File: config.mk
export PLATFORM = sky130hd
export DESIGN_NAME = multi_channel_soft_timer_table_top_flat
export DESIGN_NICKNAME = d
export VERILOG_FILES = /design/src/rtl/mcst_pkg.sv /design/src/rtl/mcst_chan_if.sv /design/src/rtl/mcst_rem.sv /design/src/rtl/multi_channel_soft_timer_table_top.sv /design/src/flat_wrapper.sv
export SDC_FILE = /design/constraint.sdc
export NUM_CORES = 2
export LEC_CHECK = 0
export ABC_CLOCK_PERIOD_IN_PS = 12170
export BUFFER_PORTS_ARGS = -buffer_cell sky130_fd_sc_hd__clkbuf_2
export CORE_UTILIZATION = 55
export CTS_CLUSTER_SIZE = 20
export DETAILED_ROUTE_END_ITERATION = 12
export MAX_ROUTING_LAYER = met4
export PLACE_DENSITY_LB_ADDON = 0.2
export SYNTH_ARGS = -nofsm -noshare
export SYNTH_HDL_FRONTEND = slang
export SYNTH_SLANG_ARGS = --single-unit
File: constraint.sdc
create_clock -name clk -period 12.17 [get_ports clk]
set_clock_uncertainty 0.15 [all_clocks]
set_input_delay 0.6085 -clock clk [delete_from_list [all_inputs] [get_ports clk]]
set_output_delay 0.6085 -clock clk [all_outputs]
set_load 0.02 [all_outputs]
File: src/rtl/mcst_pkg.sv
// shared types and constants of the soft timer table
// depends on nothing; used by every rtl module and the testbench
package mcst_pkg;

  localparam int NUM_SLOTS = 16;

  localparam int CMD_W    = 4;
  localparam int AMOUNT_W = 24;
  localparam int FRAME_W  = 48;
  localparam int ID_W     = 4;
  localparam int TAG_W    = 8;
  localparam int KIND_W   = 2;
  localparam int ANS_W    = 16;
  localparam int MPF_W    = 8;
  localparam int CFG_IDX_W  = 2;
  localparam int CFG_DATA_W = 16;

  localparam logic [ANS_W-1:0] RST_WAKE_CEILING  = 16'd100;
  localparam logic [MPF_W-1:0] RST_FRAME_RATE_MS = 8'd17;

  typedef enum logic [CMD_W-1:0] {
    CMD_AFTER_MS     = 4'd0,
    CMD_EVERY_MS     = 4'd1,
    CMD_AFTER_FRAMES = 4'd2,
    CMD_EVERY_FRAMES = 4'd3,
    CMD_STOP_ID      = 4'd4,
    CMD_STOP_TAG     = 4'd5,
    CMD_STOP_ALL     = 4'd6,
    CMD_QUERY        = 4'd7,
    CMD_COUNT        = 4'd8,
    CMD_TICK         = 4'd9,
    CMD_FRAME        = 4'd10,
    CMD_NEXT_WAKE    = 4'd11
  } cmd_t;

  typedef enum logic [KIND_W-1:0] {
    KIND_ACK   = 2'd0,
    KIND_FIRED = 2'd1,
    KIND_END   = 2'd2,
    KIND_FULL  = 2'd3
  } kind_t;

  typedef enum logic [CFG_IDX_W-1:0] {
    REG_WAKE_CEILING  = 2'd0,
    REG_FRAME_RATE_MS = 2'd1
  } reg_idx_t;

  typedef struct packed {
    logic [CMD_W-1:0]    command;
    logic [AMOUNT_W-1:0] amount;
    logic [FRAME_W-1:0]  frame_number;
    logic [ID_W-1:0]     timer_id;
    logic [TAG_W-1:0]    handler_tag;
  } req_t;

  typedef struct packed {
    logic [KIND_W-1:0] kind;
    logic [ID_W-1:0]   slot_id;
    logic [TAG_W-1:0]  fired_tag;
    logic              repeating;
    logic              active_flag;
    logic [ANS_W-1:0]  answer_value;
    logic              last;
  } rsp_t;

  // one slot entry of the timer memory; elapsed stays below a nonzero period while the slot is active
  typedef struct packed {
    logic                frame_based;
    logic                periodic;
    logic [TAG_W-1:0]    tag;
    logic [AMOUNT_W-1:0] period;
    logic [AMOUNT_W-1:0] elapsed;
    logic [FRAME_W-1:0]  target;
  } entry_t;

endpackage

File: src/rtl/mcst_chan_if.sv
// valid/ready channel carrying one word of a payload type
// payload types come from mcst_pkg
interface mcst_chan_if #(parameter type payload_t = logic);
  logic     valid;
  logic     ready;
  payload_t data;

  modport source (output valid, output data, input ready);
  modport sink   (input valid, input data, output ready);
endinterface

File: src/rtl/mcst_rem.sv
// restoring remainder unit, one quotient bit per cycle
// depends on mcst_pkg for the field widths
module mcst_rem (
  input  logic                             clk,
  input  logic                             rst,
  input  logic                             start,
  input  logic [mcst_pkg::AMOUNT_W:0]      dividend,
  input  logic [mcst_pkg::AMOUNT_W-1:0]    divisor,
  output logic                             done,
  output logic [mcst_pkg::AMOUNT_W-1:0]    rem
);

  localparam int NW = mcst_pkg::AMOUNT_W + 1;
  localparam int CW = $clog2(NW + 1);

  logic [NW-1:0] num;
  logic [NW-1:0] r;
  logic [CW-1:0] cnt;
  logic          run;
  logic [NW-1:0] trial;
  logic [NW-1:0] dext;

  assign dext  = {1'b0, divisor};
  assign trial = {r[NW-2:0], num[NW-1]};
  assign rem   = r[NW-2:0];

  always_ff @(posedge clk) begin
    if (rst) begin
      run  <= 1'b0;
      done <= 1'b0;
      cnt  <= '0;
    end else begin
      done <= 1'b0;
      if (start) begin
        run <= 1'b1;
        cnt <= CW'(NW);
        num <= dividend;
        r   <= '0;
      end else if (run) begin
        num <= {num[NW-2:0], 1'b0};
        r   <= (trial >= dext) ? (trial - dext) : trial;
        cnt <= cnt - 1'b1;
        if (cnt == CW'(1)) begin
          run  <= 1'b0;
          done <= 1'b1;
        end
      end
    end
  end

endmodule

File: src/rtl/multi_channel_soft_timer_table_top.sv
// soft timer table: slot entries in one synchronous memory, active bits in flops
// sequencing: stop id, stop all, query and unknown commands go straight to the finish state;
// other commands walk the slots through read and execute for register, stop tag and count,
// tick, frame and next wake add a write-back state for each slot they touch,
// plus a remainder wait for each periodic tick remainder; registration stops at the first free slot
// throughput: one command at a time, set by the single memory port and the walk loop
// reset: rst synchronous; clears active bits, control and registers; no memory clear
module multi_channel_soft_timer_table_top (
  input  logic                              clk,
  input  logic                              rst,
  mcst_chan_if.sink                         request,
  mcst_chan_if.source                       response,
  input  logic                              cfg_we,
  input  logic [mcst_pkg::CFG_IDX_W-1:0]    cfg_index,
  input  logic [mcst_pkg::CFG_DATA_W-1:0]   cfg_data
);

  localparam int SW = (mcst_pkg::NUM_SLOTS > 1) ? $clog2(mcst_pkg::NUM_SLOTS) : 1;
  localparam int CW = $clog2(mcst_pkg::NUM_SLOTS + 1);
  localparam int TW = mcst_pkg::AMOUNT_W + 1;

  typedef enum logic [5:0] {
    ST_IDLE = 6'b000001,
    ST_RD   = 6'b000010,
    ST_EX   = 6'b000100,
    ST_DIV  = 6'b001000,
    ST_WB   = 6'b010000,
    ST_FIN  = 6'b100000
  } state_t;

  state_t state;

  // configuration registers
  logic [mcst_pkg::ANS_W-1:0] wake_ceiling;
  logic [mcst_pkg::MPF_W-1:0] frame_rate_ms;

  always_ff @(posedge clk) begin
    if (rst) begin
      wake_ceiling  <= mcst_pkg::RST_WAKE_CEILING;
      frame_rate_ms <= mcst_pkg::RST_FRAME_RATE_MS;
    end else if (cfg_we) begin
      case (cfg_index)
        mcst_pkg::REG_WAKE_CEILING: wake_ceiling <= cfg_data;
        mcst_pkg::REG_FRAME_RATE_MS: frame_rate_ms <= cfg_data[mcst_pkg::MPF_W-1:0];
        default: ;
      endcase
    end
  end

  // slot memory and active bits
  mcst_pkg::entry_t mem [mcst_pkg::NUM_SLOTS];
  mcst_pkg::entry_t rd_q;
  mcst_pkg::entry_t wdata;
  logic             mem_we;
  logic [mcst_pkg::NUM_SLOTS-1:0] active;
  logic [SW-1:0]    slot;
  logic             slot_last;

  assign slot_last = (slot == SW'(mcst_pkg::NUM_SLOTS - 1));

  always_ff @(posedge clk) begin
    if (mem_we) mem[slot] <= wdata;
    if (state == ST_RD) rd_q <= mem[slot];
  end

  // latched command word and walk registers
  mcst_pkg::req_t req_q;
  logic           reg_cmd;
  logic           id_ok;
  logic [SW-1:0]  id_slot;
  logic           query_q;
  logic           reg_full_q;
  logic [SW-1:0]  reg_slot_q;
  logic [CW-1:0]  cnt_q;
  logic [mcst_pkg::ANS_W-1:0] best_q;
  logic           wk_q;         // slot takes part in this walk step
  logic           fire_q;
  logic [TW-1:0]  sum_q;        // tick sum, or wake time with top bit as saturation
  logic [mcst_pkg::FRAME_W-1:0] target_q;

  assign reg_cmd = (req_q.command <= mcst_pkg::CMD_EVERY_FRAMES);
  assign id_ok   = (int'(request.data.timer_id) < mcst_pkg::NUM_SLOTS);
  assign id_slot = SW'(request.data.timer_id);

  // execute-stage arithmetic on the read entry
  logic [TW-1:0]                 tick_sum;
  logic                          tick_fire;
  logic                          frame_due;
  logic [mcst_pkg::FRAME_W-1:0]  frame_diff;
  logic [mcst_pkg::FRAME_W-1:0]  frame_next;
  logic [mcst_pkg::AMOUNT_W-1:0] wake_prod;
  logic                          ms_due;
  logic                          slot_on;

  assign slot_on    = active[slot];
  assign tick_sum   = {1'b0, rd_q.elapsed} + {1'b0, req_q.amount};
  assign tick_fire  = (tick_sum >= {1'b0, rd_q.period});
  assign frame_due  = (req_q.frame_number >= rd_q.target);
  assign frame_diff = rd_q.target - req_q.frame_number;
  assign frame_next = req_q.frame_number + mcst_pkg::FRAME_W'(rd_q.period);
  assign wake_prod  = frame_diff[15:0] * frame_rate_ms;
  assign ms_due     = (rd_q.elapsed >= rd_q.period);

  // remainder unit for periodic ms timers; it takes the sum as it starts
  logic                          div_start;
  logic                          div_done;
  logic [mcst_pkg::AMOUNT_W-1:0] div_rem;

  mcst_rem u_rem (
    .clk      (clk),
    .rst      (rst),
    .start    (div_start),
    .dividend (tick_sum),
    .divisor  (rd_q.period),
    .done     (div_done),
    .rem      (div_rem)
  );

  // output register
  mcst_pkg::rsp_t out_q;
  logic           out_valid;
  logic           out_free;
  mcst_pkg::rsp_t fin_rsp;
  mcst_pkg::rsp_t fire_rsp;

  assign out_free       = !out_valid || response.ready;
  assign response.valid = out_valid;
  assign response.data  = out_q;
  assign request.ready  = (state == ST_IDLE);

  always_comb begin
    fire_rsp             = '0;
    fire_rsp.kind        = mcst_pkg::KIND_FIRED;
    fire_rsp.slot_id     = mcst_pkg::ID_W'(slot);
    fire_rsp.fired_tag   = rd_q.tag;
    fire_rsp.repeating   = rd_q.periodic;

    fin_rsp      = '0;
    fin_rsp.last = 1'b1;
    fin_rsp.kind = mcst_pkg::KIND_ACK;
    case (req_q.command) inside
      [mcst_pkg::CMD_AFTER_MS:mcst_pkg::CMD_EVERY_FRAMES]: begin
        if (reg_full_q) fin_rsp.kind = mcst_pkg::KIND_FULL;
        else fin_rsp.slot_id = mcst_pkg::ID_W'(reg_slot_q);
      end
      mcst_pkg::CMD_STOP_ID: fin_rsp.slot_id = req_q.timer_id;
      mcst_pkg::CMD_QUERY: begin
        fin_rsp.slot_id     = req_q.timer_id;
        fin_rsp.active_flag = query_q;
      end
      mcst_pkg::CMD_COUNT: fin_rsp.answer_value = mcst_pkg::ANS_W'(cnt_q);
      mcst_pkg::CMD_NEXT_WAKE: fin_rsp.answer_value = best_q;
      mcst_pkg::CMD_TICK, mcst_pkg::CMD_FRAME: fin_rsp.kind = mcst_pkg::KIND_END;
      default: ;
    endcase
  end

  // memory write: new entry on registration, updated elapsed count or frame target on write-back
  always_comb begin
    mem_we = 1'b0;
    wdata  = rd_q;
    if (state == ST_EX && reg_cmd && !slot_on) begin
      mem_we            = 1'b1;
      wdata.frame_based = (req_q.command >= mcst_pkg::CMD_AFTER_FRAMES);
      wdata.periodic    = req_q.command[0];
      wdata.tag         = req_q.handler_tag;
      wdata.period      = req_q.amount;
      wdata.elapsed     = '0;
      wdata.target      = wdata.frame_based
                          ? (req_q.frame_number + mcst_pkg::FRAME_W'(req_q.amount)) : '0;
    end else if (state == ST_WB && wk_q && (!fire_q || out_free)) begin
      if (req_q.command == mcst_pkg::CMD_TICK) begin
        mem_we        = 1'b1;
        wdata.elapsed = !fire_q ? sum_q[mcst_pkg::AMOUNT_W-1:0]
                      : (rd_q.period == '0) ? '0 : div_rem;
      end else if (req_q.command == mcst_pkg::CMD_FRAME && fire_q) begin
        mem_we       = 1'b1;
        wdata.target = target_q;
      end
    end
  end

  assign div_start = (state == ST_EX) && (req_q.command == mcst_pkg::CMD_TICK) && slot_on
                     && !rd_q.frame_based && tick_fire && rd_q.periodic
                     && (rd_q.period != '0);

  // main sequencer
  always_ff @(posedge clk) begin
    if (rst) begin
      state     <= ST_IDLE;
      active    <= '0;
      out_valid <= 1'b0;
      slot      <= '0;
    end else begin
      if (response.ready) out_valid <= 1'b0;
      case (state)
        ST_IDLE: begin
          if (request.valid) begin
            req_q      <= request.data;
            slot       <= '0;
            cnt_q      <= '0;
            best_q     <= wake_ceiling;
            reg_full_q <= 1'b0;
            query_q    <= id_ok && active[id_slot];
            case (request.data.command) inside
              [mcst_pkg::CMD_AFTER_MS:mcst_pkg::CMD_EVERY_FRAMES],
              mcst_pkg::CMD_STOP_TAG, mcst_pkg::CMD_COUNT, mcst_pkg::CMD_TICK,
              mcst_pkg::CMD_FRAME, mcst_pkg::CMD_NEXT_WAKE: state <= ST_RD;
              mcst_pkg::CMD_STOP_ID: begin
                if (id_ok) active[id_slot] <= 1'b0;
                state <= ST_FIN;
              end
              mcst_pkg::CMD_STOP_ALL: begin
                active <= '0;
                state  <= ST_FIN;
              end
              default: state <= ST_FIN;
            endcase
          end
        end
        ST_RD: state <= ST_EX;
        ST_EX: begin
          wk_q     <= 1'b0;
          fire_q   <= 1'b0;
          sum_q    <= tick_sum;
          target_q <= frame_next;
          state    <= slot_last ? ST_FIN : ST_RD;
          if (!slot_last) slot <= slot + 1'b1;
          case (req_q.command) inside
            [mcst_pkg::CMD_AFTER_MS:mcst_pkg::CMD_EVERY_FRAMES]: begin
              if (!slot_on) begin
                active[slot] <= 1'b1;
                reg_slot_q   <= slot;
                state        <= ST_FIN;
                slot         <= slot;
              end else if (slot_last) begin
                reg_full_q <= 1'b1;
              end
            end
            mcst_pkg::CMD_STOP_TAG: begin
              if (slot_on && rd_q.tag == req_q.handler_tag) active[slot] <= 1'b0;
            end
            mcst_pkg::CMD_COUNT: begin
              if (slot_on) cnt_q <= cnt_q + 1'b1;
            end
            mcst_pkg::CMD_TICK: begin
              if (slot_on && !rd_q.frame_based) begin
                wk_q   <= 1'b1;
                fire_q <= tick_fire;
                slot   <= slot;
                state  <= div_start ? ST_DIV : ST_WB;
              end
            end
            mcst_pkg::CMD_FRAME: begin
              if (slot_on && rd_q.frame_based) begin
                wk_q   <= 1'b1;
                fire_q <= frame_due;
                slot   <= slot;
                state  <= ST_WB;
              end
            end
            mcst_pkg::CMD_NEXT_WAKE: begin
              if (slot_on) begin
                wk_q  <= 1'b1;
                slot  <= slot;
                state <= ST_WB;
                // wake time: top bit set means beyond any 16-bit ceiling
                if (rd_q.frame_based) begin
                  if (frame_due) sum_q <= '0;
                  else if (frame_diff[mcst_pkg::FRAME_W-1:16] != '0 && frame_rate_ms != '0)
                    sum_q <= '1;
                  else sum_q <= {1'b0, wake_prod};
                end else begin
                  sum_q <= ms_due ? '0 : {1'b0, rd_q.period - rd_q.elapsed};
                end
              end
            end
            default: ;
          endcase
        end
        ST_DIV: begin
          if (div_done) state <= ST_WB;
        end
        ST_WB: begin
          if (!fire_q || out_free) begin
            if (req_q.command == mcst_pkg::CMD_NEXT_WAKE) begin
              if (sum_q < TW'(best_q)) best_q <= sum_q[mcst_pkg::ANS_W-1:0];
            end else if (fire_q) begin
              out_q     <= fire_rsp;
              out_valid <= 1'b1;
              if (!rd_q.periodic) active[slot] <= 1'b0;
            end
            state <= slot_last ? ST_FIN : ST_RD;
            if (!slot_last) slot <= slot + 1'b1;
          end
        end
        ST_FIN: begin
          if (out_free) begin
            out_q     <= fin_rsp;
            out_valid <= 1'b1;
            state     <= ST_IDLE;
          end
        end
        default: state <= ST_IDLE;
      endcase
    end
  end

  // the remainder unit only finishes while the sequencer waits for it
  a_div_done_in_div: assert property (@(posedge clk) disable iff (rst)
    div_done |-> state == ST_DIV)
    else $error("remainder done outside of its wait state");

  // registration never overwrites an active slot
  a_reg_free_slot: assert property (@(posedge clk) disable iff (rst)
    (mem_we && state == ST_EX) |-> !active[slot])
    else $error("registration wrote an active slot");

  // an accepted command holds off the next one in the cycle after acceptance
  a_one_at_a_time: assert property (@(posedge clk) disable iff (rst)
    (request.valid && request.ready) |=> !request.ready)
    else $error("second command accepted while busy");

  // a word loaded into a busy output register would be lost
  a_no_overwrite: assert property (@(posedge clk) disable iff (rst)
    (out_valid && !response.ready) |=> $stable(out_q))
    else $error("output word overwritten before taken");

endmodule

File: src/flat_wrapper.sv
// flat-port wrapper written by rule: the top's interface ports become plain ports
module multi_channel_soft_timer_table_top_flat import mcst_pkg::*;
  (clk, rst, cfg_we, cfg_index, cfg_data, request_valid, request_data, request_ready, response_valid, response_data, response_ready);
  mcst_chan_if #(.payload_t(req_t)) request_i ();
  mcst_chan_if #(.payload_t(rsp_t)) response_i ();
  input  logic clk;
  input  logic rst;
  input  logic cfg_we;
  input  logic [mcst_pkg::CFG_IDX_W-1:0] cfg_index;
  input  logic [mcst_pkg::CFG_DATA_W-1:0] cfg_data;
  input wire logic [$bits(request_i.valid)-1:0] request_valid;
  input wire logic [$bits(request_i.data)-1:0] request_data;
  output wire logic [$bits(request_i.ready)-1:0] request_ready;
  output wire logic [$bits(response_i.valid)-1:0] response_valid;
  output wire logic [$bits(response_i.data)-1:0] response_data;
  input wire logic [$bits(response_i.ready)-1:0] response_ready;
  assign request_i.valid = request_valid;
  assign request_i.data = request_data;
  assign request_ready = request_i.ready;
  assign response_valid = response_i.valid;
  assign response_data = response_i.data;
  assign response_i.ready = response_ready;
  multi_channel_soft_timer_table_top u_core (.clk(clk), .rst(rst), .request(request_i), .response(response_i), .cfg_we(cfg_we), .cfg_index(cfg_index), .cfg_data(cfg_data));
endmodule
# Word level (Yosys, flattened, before mapping)

Memory sizes are Yosys's and may differ from the RTL's. A register that Yosys moved wholly into a read port is not among the register bits.
Index checks and enable logic that the tools add are counted.

Eq/ne operators: 48
Multiply operators: 1
Reductions and logical operators: 53
Add/sub/neg operators: 9
$lt $le $gt $ge: 14
Mux-type cells: 145
Bitwise logic cells: 8

Operators by type and width:

| operator                                                       | number |
|---|---|
| 16-bit 2-to-1 mux                                              | 21 |
| 25-bit 2-to-1 mux                                              | 12 |
| 24-bit 2-to-1 mux                                              | 6 |
| 48-bit 2-to-1 mux                                              | 3 |
| 72-bit 2-to-1 mux                                              | 2 |
| 33-bit 2-to-1 mux                                              | 4 |
| 48-bit by 24-bit adder with 48-bit output                      | 2 |
| 6-bit 2-to-1 mux                                               | 16 |
| 4-bit 2-to-1 mux                                               | 17 |
| 33-bit case mux with 2 select lines                            | 1 |
| 25-bit by 24-bit greater-or-equal comparator with 1-bit output | 2 |
| 48-bit greater-or-equal comparator                             | 1 |
| 16-bit case mux with 3 select lines                            | 1 |
| 24-bit subtractor                                              | 2 |
| 48-bit subtractor                                              | 1 |
| 5-bit 2-to-1 mux                                               | 8 |
| 4-bit == test (second input constant)                          | 9 |
| 1-bit 2-to-1 mux                                               | 36 |
| 6-bit case mux with 6 select lines                             | 1 |
| 34-bit 2-to-1 mux                                              | 1 |
| 16-bit bitwise AND                                             | 2 |
| 16-bit NOT                                                     | 2 |
| 16-bit case mux with 2 select lines                            | 1 |
| 32-bit nonzero test                                            | 1 |
| other kinds (55)                                               | 126 |

Memories: 1
Logic and storage cells: 312
Flip-flop bits (word level): 330
Input bits: 111
RAM bits: 1,696

Memories:

| memory     | words | bits a word | read ports | clocked after Yosys merged registers in | write ports | line                                     | source |
|---|---|---|---|---|---|---|---|
| u_core.mem | 16    | 106         | 1          | 1                                       | 1           | multi_channel_soft_timer_table_top.sv:51 | `mcst_pkg::entry_t mem [mcst_pkg::NUM_SLOTS];` |

# Longest topological paths before layout

Depth after elaboration: 14
Depth in mapped cells: 29

# Modules after synthesis

Synthesis repeated with hierarchy kept, for this count alone.

Cells, all modules: 5,773
Area total of the unflattened synthesis: 96,297.4 um^2

Modules (own cells, without submodules):

| module                             | area an instance (um^2) | instances | cells an instance | sequential area each (um^2) |
|---|---|---|---|---|
| multi_channel_soft_timer_table_top | 92,479.9                | 1         | 5,381             | 61,829.3 |
| mcst_rem                           | 3,817.4                 | 1         | 392               | 1,611.5 |

# Worst setup path after synthesis

OpenSTA, ideal clock, no wires.

Kind: register to register
Start: reg u_core.slot[0]
End: mem u_core.mem[15][0] (netlist bit) (enable)
Data required time: 11.448 ns
Cell stages (with the launch flop): 10
Setup slack: 4.426 ns
Arrival: 7.022 ns
Period minus slack after synthesis: 7.744 ns
Cells stage by stage: dfxtp_1 clkbuf_1 mux4_2 mux4_2 inv_1 nand2_1 nor2_1 nor2_1 clkbuf_1 nor2_1

Word-level cells in the longest chain between the ends: 7

Ends and longest elaborated chain:

| item                                      | line                                      | source |
|---|---|---|
| start, declared                           | multi_channel_soft_timer_table_top.sv:56  | `logic [SW-1:0] slot;` |
| start signal, assigned                    | multi_channel_soft_timer_table_top.sv:228 | `if (!slot_last) slot <= slot + 1'b1;` |
| start signal, assigned                    | multi_channel_soft_timer_table_top.sv:235 | `slot <= slot;` |
| start signal, assigned                    | multi_channel_soft_timer_table_top.sv:250 | `slot <= slot;` |
| 1-bit binary-select mux with 4-bit select | multi_channel_soft_timer_table_top.sv:95  | `assign slot_on = active[slot];` |
| 1-bit 2-to-1 mux (implied by the code)    | multi_channel_soft_timer_table_top.sv:95  |  |
| 1-bit zero test                           | multi_channel_soft_timer_table_top.sv:162 | `if (state == ST_EX && reg_cmd && !slot_on) begin` |
| 1-bit logical AND                         | multi_channel_soft_timer_table_top.sv:162 |  |
| 1-bit 2-to-1 mux                          | multi_channel_soft_timer_table_top.sv:162 |  |
| 1-bit 2-to-1 mux                          | multi_channel_soft_timer_table_top.sv:62  | `if (mem_we) mem[slot] <= wdata;` |
| 1-bit 2-to-1 mux (implied by the code)    | multi_channel_soft_timer_table_top.sv:62  |  |
| end, declared                             | multi_channel_soft_timer_table_top.sv:51  |  |

Parallel ways exist; a longest one is shown, timed or not. The select of a mux whose other input is x is not followed.

# Worst setup path in the final report

Start: reg u_core.req_q[12] (netlist bit)
End: reg u_core.sum_q[22], data pin

Word-level cells in the longest chain between the ends: 13
Elaborated cells on any way between the ends: 15
Classes of those cells: add/sub: 1; mul: 1; order compare: 1; mux: 10; reduce/logical: 2

Ends and longest elaborated chain:

| item                                                      | line                                      | source |
|---|---|---|
| start, declared                                           | multi_channel_soft_timer_table_top.sv:67  | `mcst_pkg::req_t req_q;` |
| start signal, assigned                                    | multi_channel_soft_timer_table_top.sv:199 | `req_q <= request.data;` |
| branches (longest 4 deep; another with 48-bit subtractor) | --                                        |  |
| 25-bit 2-to-1 mux *                                       | multi_channel_soft_timer_table_top.sv:269 | `if (frame_due) sum_q <= '0;` |
| 25-bit 2-to-1 mux *                                       | multi_channel_soft_timer_table_top.sv:268 | `if (rd_q.frame_based) begin` |
| 25-bit 2-to-1 mux *                                       | multi_channel_soft_timer_table_top.sv:263 | `if (slot_on) begin` |
| 25-bit 2-to-1 mux * (6 in a row)                          | multi_channel_soft_timer_table_top.sv:229 | `case (req_q.command) inside` |
| end signal, assigned                                      | multi_channel_soft_timer_table_top.sv:225 | `sum_q <= tick_sum;` |
| end signal, assigned                                      | multi_channel_soft_timer_table_top.sv:272 | `else sum_q <= {1'b0, wake_prod};` |
| end signal, assigned                                      | multi_channel_soft_timer_table_top.sv:274 | `sum_q <= ms_due ? '0 : {1'b0, rd_q.period - rd_q.elapsed};` |
| end, declared                                             | multi_channel_soft_timer_table_top.sv:78  | `logic [TW-1:0] sum_q;` |

Mark *: on every way between the ends.
A chain may end at the register's enable or synchronous reset.

==> results.md <==
- The data required time at the worst endpoint is 12.63 ns.
- The post-CTS setup buffer count is 0.
- In this run, the clock network consumes 41.5% of the power.
- The path type of the worst setup path is flip-flop to flip-flop.
- The die height is 420.2 µm.
- The number of global-route vias before repair was 54630.
- The floorplan has 153 rows.
- Summed over its instances, the top area cell type makes up 64.75% of the synthesized netlist area.
- Setup violations remaining at the end of the flow were counted as 0.
- Data on the critical path arrives at its endpoint at 8.28 ns.
- Yosys printed 0 warnings.
- The cell area after technology mapping is 96190 µm².
- Sequential elements use 65.96% of the synthesized area.
- The total negative slack for setup checks is 0 ns.
- Dividing the detail-routed via count by the number of cells gives 6.391.
- The wire length of the first global-routing pass is 372300 µm.
- At the later pin of the worst-skew pair, clock insertion delay measures 0.88 ns.
- The die covers 176600 µm².
- Of the total power, the share spent switching nets is 22.60%.
- The final hold violation count came to 0.
- Dividing total power by cell area gives a power density of 146.3 nW/µm².
- The largest total area in the synthesized netlist belongs to sky130_fd_sc_hd__edfxtp_1.
- Once placement completed, the tool counted placed cells totaling 8134.
- Counting distinct cell types in the post-synthesis netlist gives 81.
- At the pin with the least slew margin, the transition time is 1.361 ns.
- The cell chosen for the clock root is sky130_fd_sc_hd__clkbuf_16.
- The initial antenna violation count was 6.
- The run finished with clean final reports.
- The number of input and output port buffers inserted is 145.
- The synthesized instance count is 5778.
- The worst setup path is captured at a flip-flop.
- The worst setup path is launched from a flip-flop.
- The final layout contains 6590 nets.
- After clock tree synthesis, the clock-pin slew on the worst setup and hold paths is 0.06 ns.
- For this run, asynchronously set or reset flops after synthesis account for 0%.
- TritonCTS built the clock tree.
- In the routed design, unresolved DRC markers number 0.
- The floorplan step set the die width to 420.2 µm.
- The worst relative slew slack is 8.655%.
- For this run, the leading register cell type out of synthesis is sky130_fd_sc_hd__edfxtp_1.
- The total congestion overflow after global routing is 0.
- Setup repair after global routing left no endpoint under its margin.
- The final worst slack is 4.347 ns.
- Sorting the synthesized cells by area gives the leading types as sky130_fd_sc_hd__edfxtp_1, sky130_fd_sc_hd__mux4_2, sky130_fd_sc_hd__ha_1.
- For this design the top-level I/O count stands at 146.
- The via total after detailed routing is 55230.
- The final critical path takes up 64.28% of the cycle.
- The logic gate share of total power is 7.6%.
- The routability congestion estimate is 0.9827.
- The count of cells resized by post-cts repair is 0.
- The count of cells in the finished layout, fillers not included, comes to 8641.
- The detailed-route wire length is 255600 µm.
- The count of flip-flops with a built-in enable after synthesis is 2074.
- The fraction of layout cells with a size suffix above 1 is 19.27%.
- The most instantiated library cell after synthesis is sky130_fd_sc_hd__edfxtp_1.
- In the global route stage, overall resource usage came out at 30.19%.
- Entering global routing, the biggest net connects 121 pins.
- Counting along the longest clock path gives a buffer depth of 3.
- Counting the buffers created by CTS gives 210.
- The floorplan core area is 173800 µm².
- Before CTS, the worst setup slack after placement is 4.455 ns.
- The average wire per standard cell is 29.58 µm.
- The cell internal power dissipation is 0.01226 W.
- The count of nets left with antenna violations once routing finished came out at 0.
- Once the floorplan was initialized, standard cells occupied 55.34% of the core.
- The relative area change from synthesis to final layout is 12.56%.
- The switching power is 0.003579 W.
- The path class of the tightest hold or removal check is input port to flip-flop.
- Clock tree synthesis found a total of 2132 sinks.
- For this run, the top clock speed supported by timing is 127.8 MHz.
- For this design the static power due to leakage is 36.00 nW.
- A synthesized cell averages 16.65 µm².
- The max-slew violation count was 0.
- After synthesis the netlist holds a flip-flop and latch count of 2132.
- Detailed placement finished with a half-perimeter wire length of 159600 µm.
- In this run, flip-flops and latches consume 50.8% of the power.
- The number of detailed-routing iterations run before antenna repair is 7.
- In this run, the number of DRC markers left after iteration 0 of detailed routing was 6655.
- Across the run, the number of max-cap violations was 0.
- The total number of H-tree levels is 4.
- The number of buffers inserted for hold repair after clock tree synthesis is 110.
- The commonest cells after synthesis are sky130_fd_sc_hd__edfxtp_1, sky130_fd_sc_hd__mux4_2, sky130_fd_sc_hd__nand2_1, sky130_fd_sc_hd__nor2_1, sky130_fd_sc_hd__ha_1.
- In this run the worst path has a maximum fanout of 8.
- IR analysis of the VDD net gives a maximum drop of 159.2 µV.
- The synthesized netlist net count is 6237.
- The minimum period implied by the final worst setup slack is 7.823 ns.
-- path summary, 6_finish.rpt --
kind	depth (start not counted)	startpoint	slack (ns)	endpoint
worst max-delay path	27	u_core.req_q[12]	4.35	u_core.sum_q[22]
worst min-delay path	4	cfg_index[1]	0.06	u_core.wake_ceiling[12]
worst max register to register	27	u_core.req_q[12]	4.35	u_core.sum_q[22]
worst min register to register	2	u_core.wake_ceiling[1]	0.32	u_core.wake_ceiling[1]
-- sequential cells by signal (all words and copies together), names as in the netlist, 6 cells and up --
| register | flops |
|---|---|
| u_core.active | 16 |
| u_core.best_q | 16 |
| u_core.rd_q | 97 |
| u_core.mem | 1696 |
| u_core.fire_rsp | 9 |
| u_core.u_rem.r | 24 |
| u_core.state | 6 |
| u_core.u_rem.num | 25 |
| u_core.frame_rate_ms | 8 |
| u_core.sum_q | 25 |
| u_core.wake_ceiling | 16 |
| u_core.req_q | 88 |
| u_core.target_q | 48 |
| u_core.response.data | 33 |
-- layout make-up --
| class | count | area (µm²) |
|---|---|---|
| flip-flops and latches | 2132 | 63460 |
| inverters | 248 | 930.9 |
| multi-input cells | 3147 | 31070 |
| fillers | 12490 | 65560 |
| diodes | 5 | 12.51 |
| well taps | 2325 | 2909 |
| repair buffers | 392 | 2880 |
| clock buffers | 248 | 5490 |
| clock inverters | 144 | 1519 |
-- routing by layer --
| layer | share of wire [%] | up-vias | GRT usage (%) |
|---|---|---|---|
| met5 | 0 | - | - |
| met4 | 3.5 | 0 | 10.44 |
| met3 | 7.7 | 462 | 4.080 |
| met2 | 48 | 2617 | 46.64 |
| met1 | 41 | 28610 | 41.75 |
| li1 | - | 23530 | - |
-- critical path, cell delays in order (launching register included) --
cell                        delay (ns)
sky130_fd_sc_hd__edfxtp_1         0.43
sky130_fd_sc_hd__ha_1             0.27
sky130_fd_sc_hd__fa_1             0.42
sky130_fd_sc_hd__nor2b_1          0.18
sky130_fd_sc_hd__o2111ai_1        0.26
sky130_fd_sc_hd__nand3b_1         0.25
sky130_fd_sc_hd__nand3b_1         0.18
sky130_fd_sc_hd__xnor2_1          0.67
sky130_fd_sc_hd__nand2b_1         0.22
sky130_fd_sc_hd__fa_1             0.40
sky130_fd_sc_hd__inv_1            0.09
sky130_fd_sc_hd__fa_1             0.40
sky130_fd_sc_hd__fa_1             0.49
sky130_fd_sc_hd__inv_1            0.05
sky130_fd_sc_hd__fa_1             0.47
sky130_fd_sc_hd__inv_1            0.04
sky130_fd_sc_hd__ha_1             0.33
sky130_fd_sc_hd__a21o_1           0.20
sky130_fd_sc_hd__a21o_1           0.16
sky130_fd_sc_hd__a21oi_1          0.23
sky130_fd_sc_hd__a21boi_0         0.24
sky130_fd_sc_hd__o21ba_2          0.19
sky130_fd_sc_hd__o21ai_0          0.15
sky130_fd_sc_hd__or4_1            0.43
sky130_fd_sc_hd__a31oi_1          0.24
sky130_fd_sc_hd__xnor2_1          0.10
sky130_fd_sc_hd__a222oi_1         0.21
sky130_fd_sc_hd__nand2_1          0.09
-- power groups by stage --
stage               clock network (W)  logic (W)  registers (W)
global route                  0.00692    0.00132        0.00805
floorplan                           0   0.000878        0.00818
detailed placement                  0    0.00117        0.00821
global placement                    0    0.00116        0.00821
CTS                           0.00665    0.00120        0.00805
finish                        0.00658    0.00120        0.00805
-- layout by cell type, fill, tap and decap left out, types with 90 or more instances in the layout --
master and count:
sky130_fd_sc_hd__dlygate4sd3_1 110, sky130_fd_sc_hd__inv_1 248, sky130_fd_sc_hd__o21ai_0 174, sky130_fd_sc_hd__nor2_1 264, sky130_fd_sc_hd__clkbuf_2 145, sky130_fd_sc_hd__buf_4 135
sky130_fd_sc_hd__ha_1 258, sky130_fd_sc_hd__mux4_2 540, sky130_fd_sc_hd__xnor2_1 151, sky130_fd_sc_hd__fa_1 90, sky130_fd_sc_hd__edfxtp_1 2074, sky130_fd_sc_hd__nand2_1 292
sky130_fd_sc_hd__a21oi_1 249, sky130_fd_sc_hd__clkbuf_16 212, sky130_fd_sc_hd__and2_1 96
-- through the flow --
| step | cell area [µm²] | hold slack (ns) | utilization [%] | total power [W] |
|---|---|---|---|---|
| 2_1_floorplan | 96190 | 0.2564 | - | 0.009053 |
| 3_3_place_gp | 100100 | 0.2961 | 57.61 | 0.009365 |
| 3_5_place_dp | 100100 | 0.3033 | 57.61 | 0.009375 |
| 4_1_cts | 108300 | 0.004404 | 62.28 | 0.01590 |
| 5_1_grt | 108300 | 0.06584 | 62.28 | 0.01629 |
| 6_report | 108300 | 0.05754 | 62.28 | 0.01584 |
-- cells by family (layout without fill, tap and decap cells) --
logic type / after synthesis / count (layout) / synth area share (%)
xor gates and xnor gates: 208 / 208 / 1.894
buffers and inverters: 499 / 1032 / 1.965
adders and majority gates: 348 / 348 / 5.229
and+or+nand+nor: 1121 / 1121 / 5.687
muxes: 656 / 656 / 13.89
other: 0 / 5 / 0
AOI/OAI and AO/OA: 814 / 814 / 5.375
DFF: 2132 / 2132 / 65.96
(Power assumes the default switching activity.)
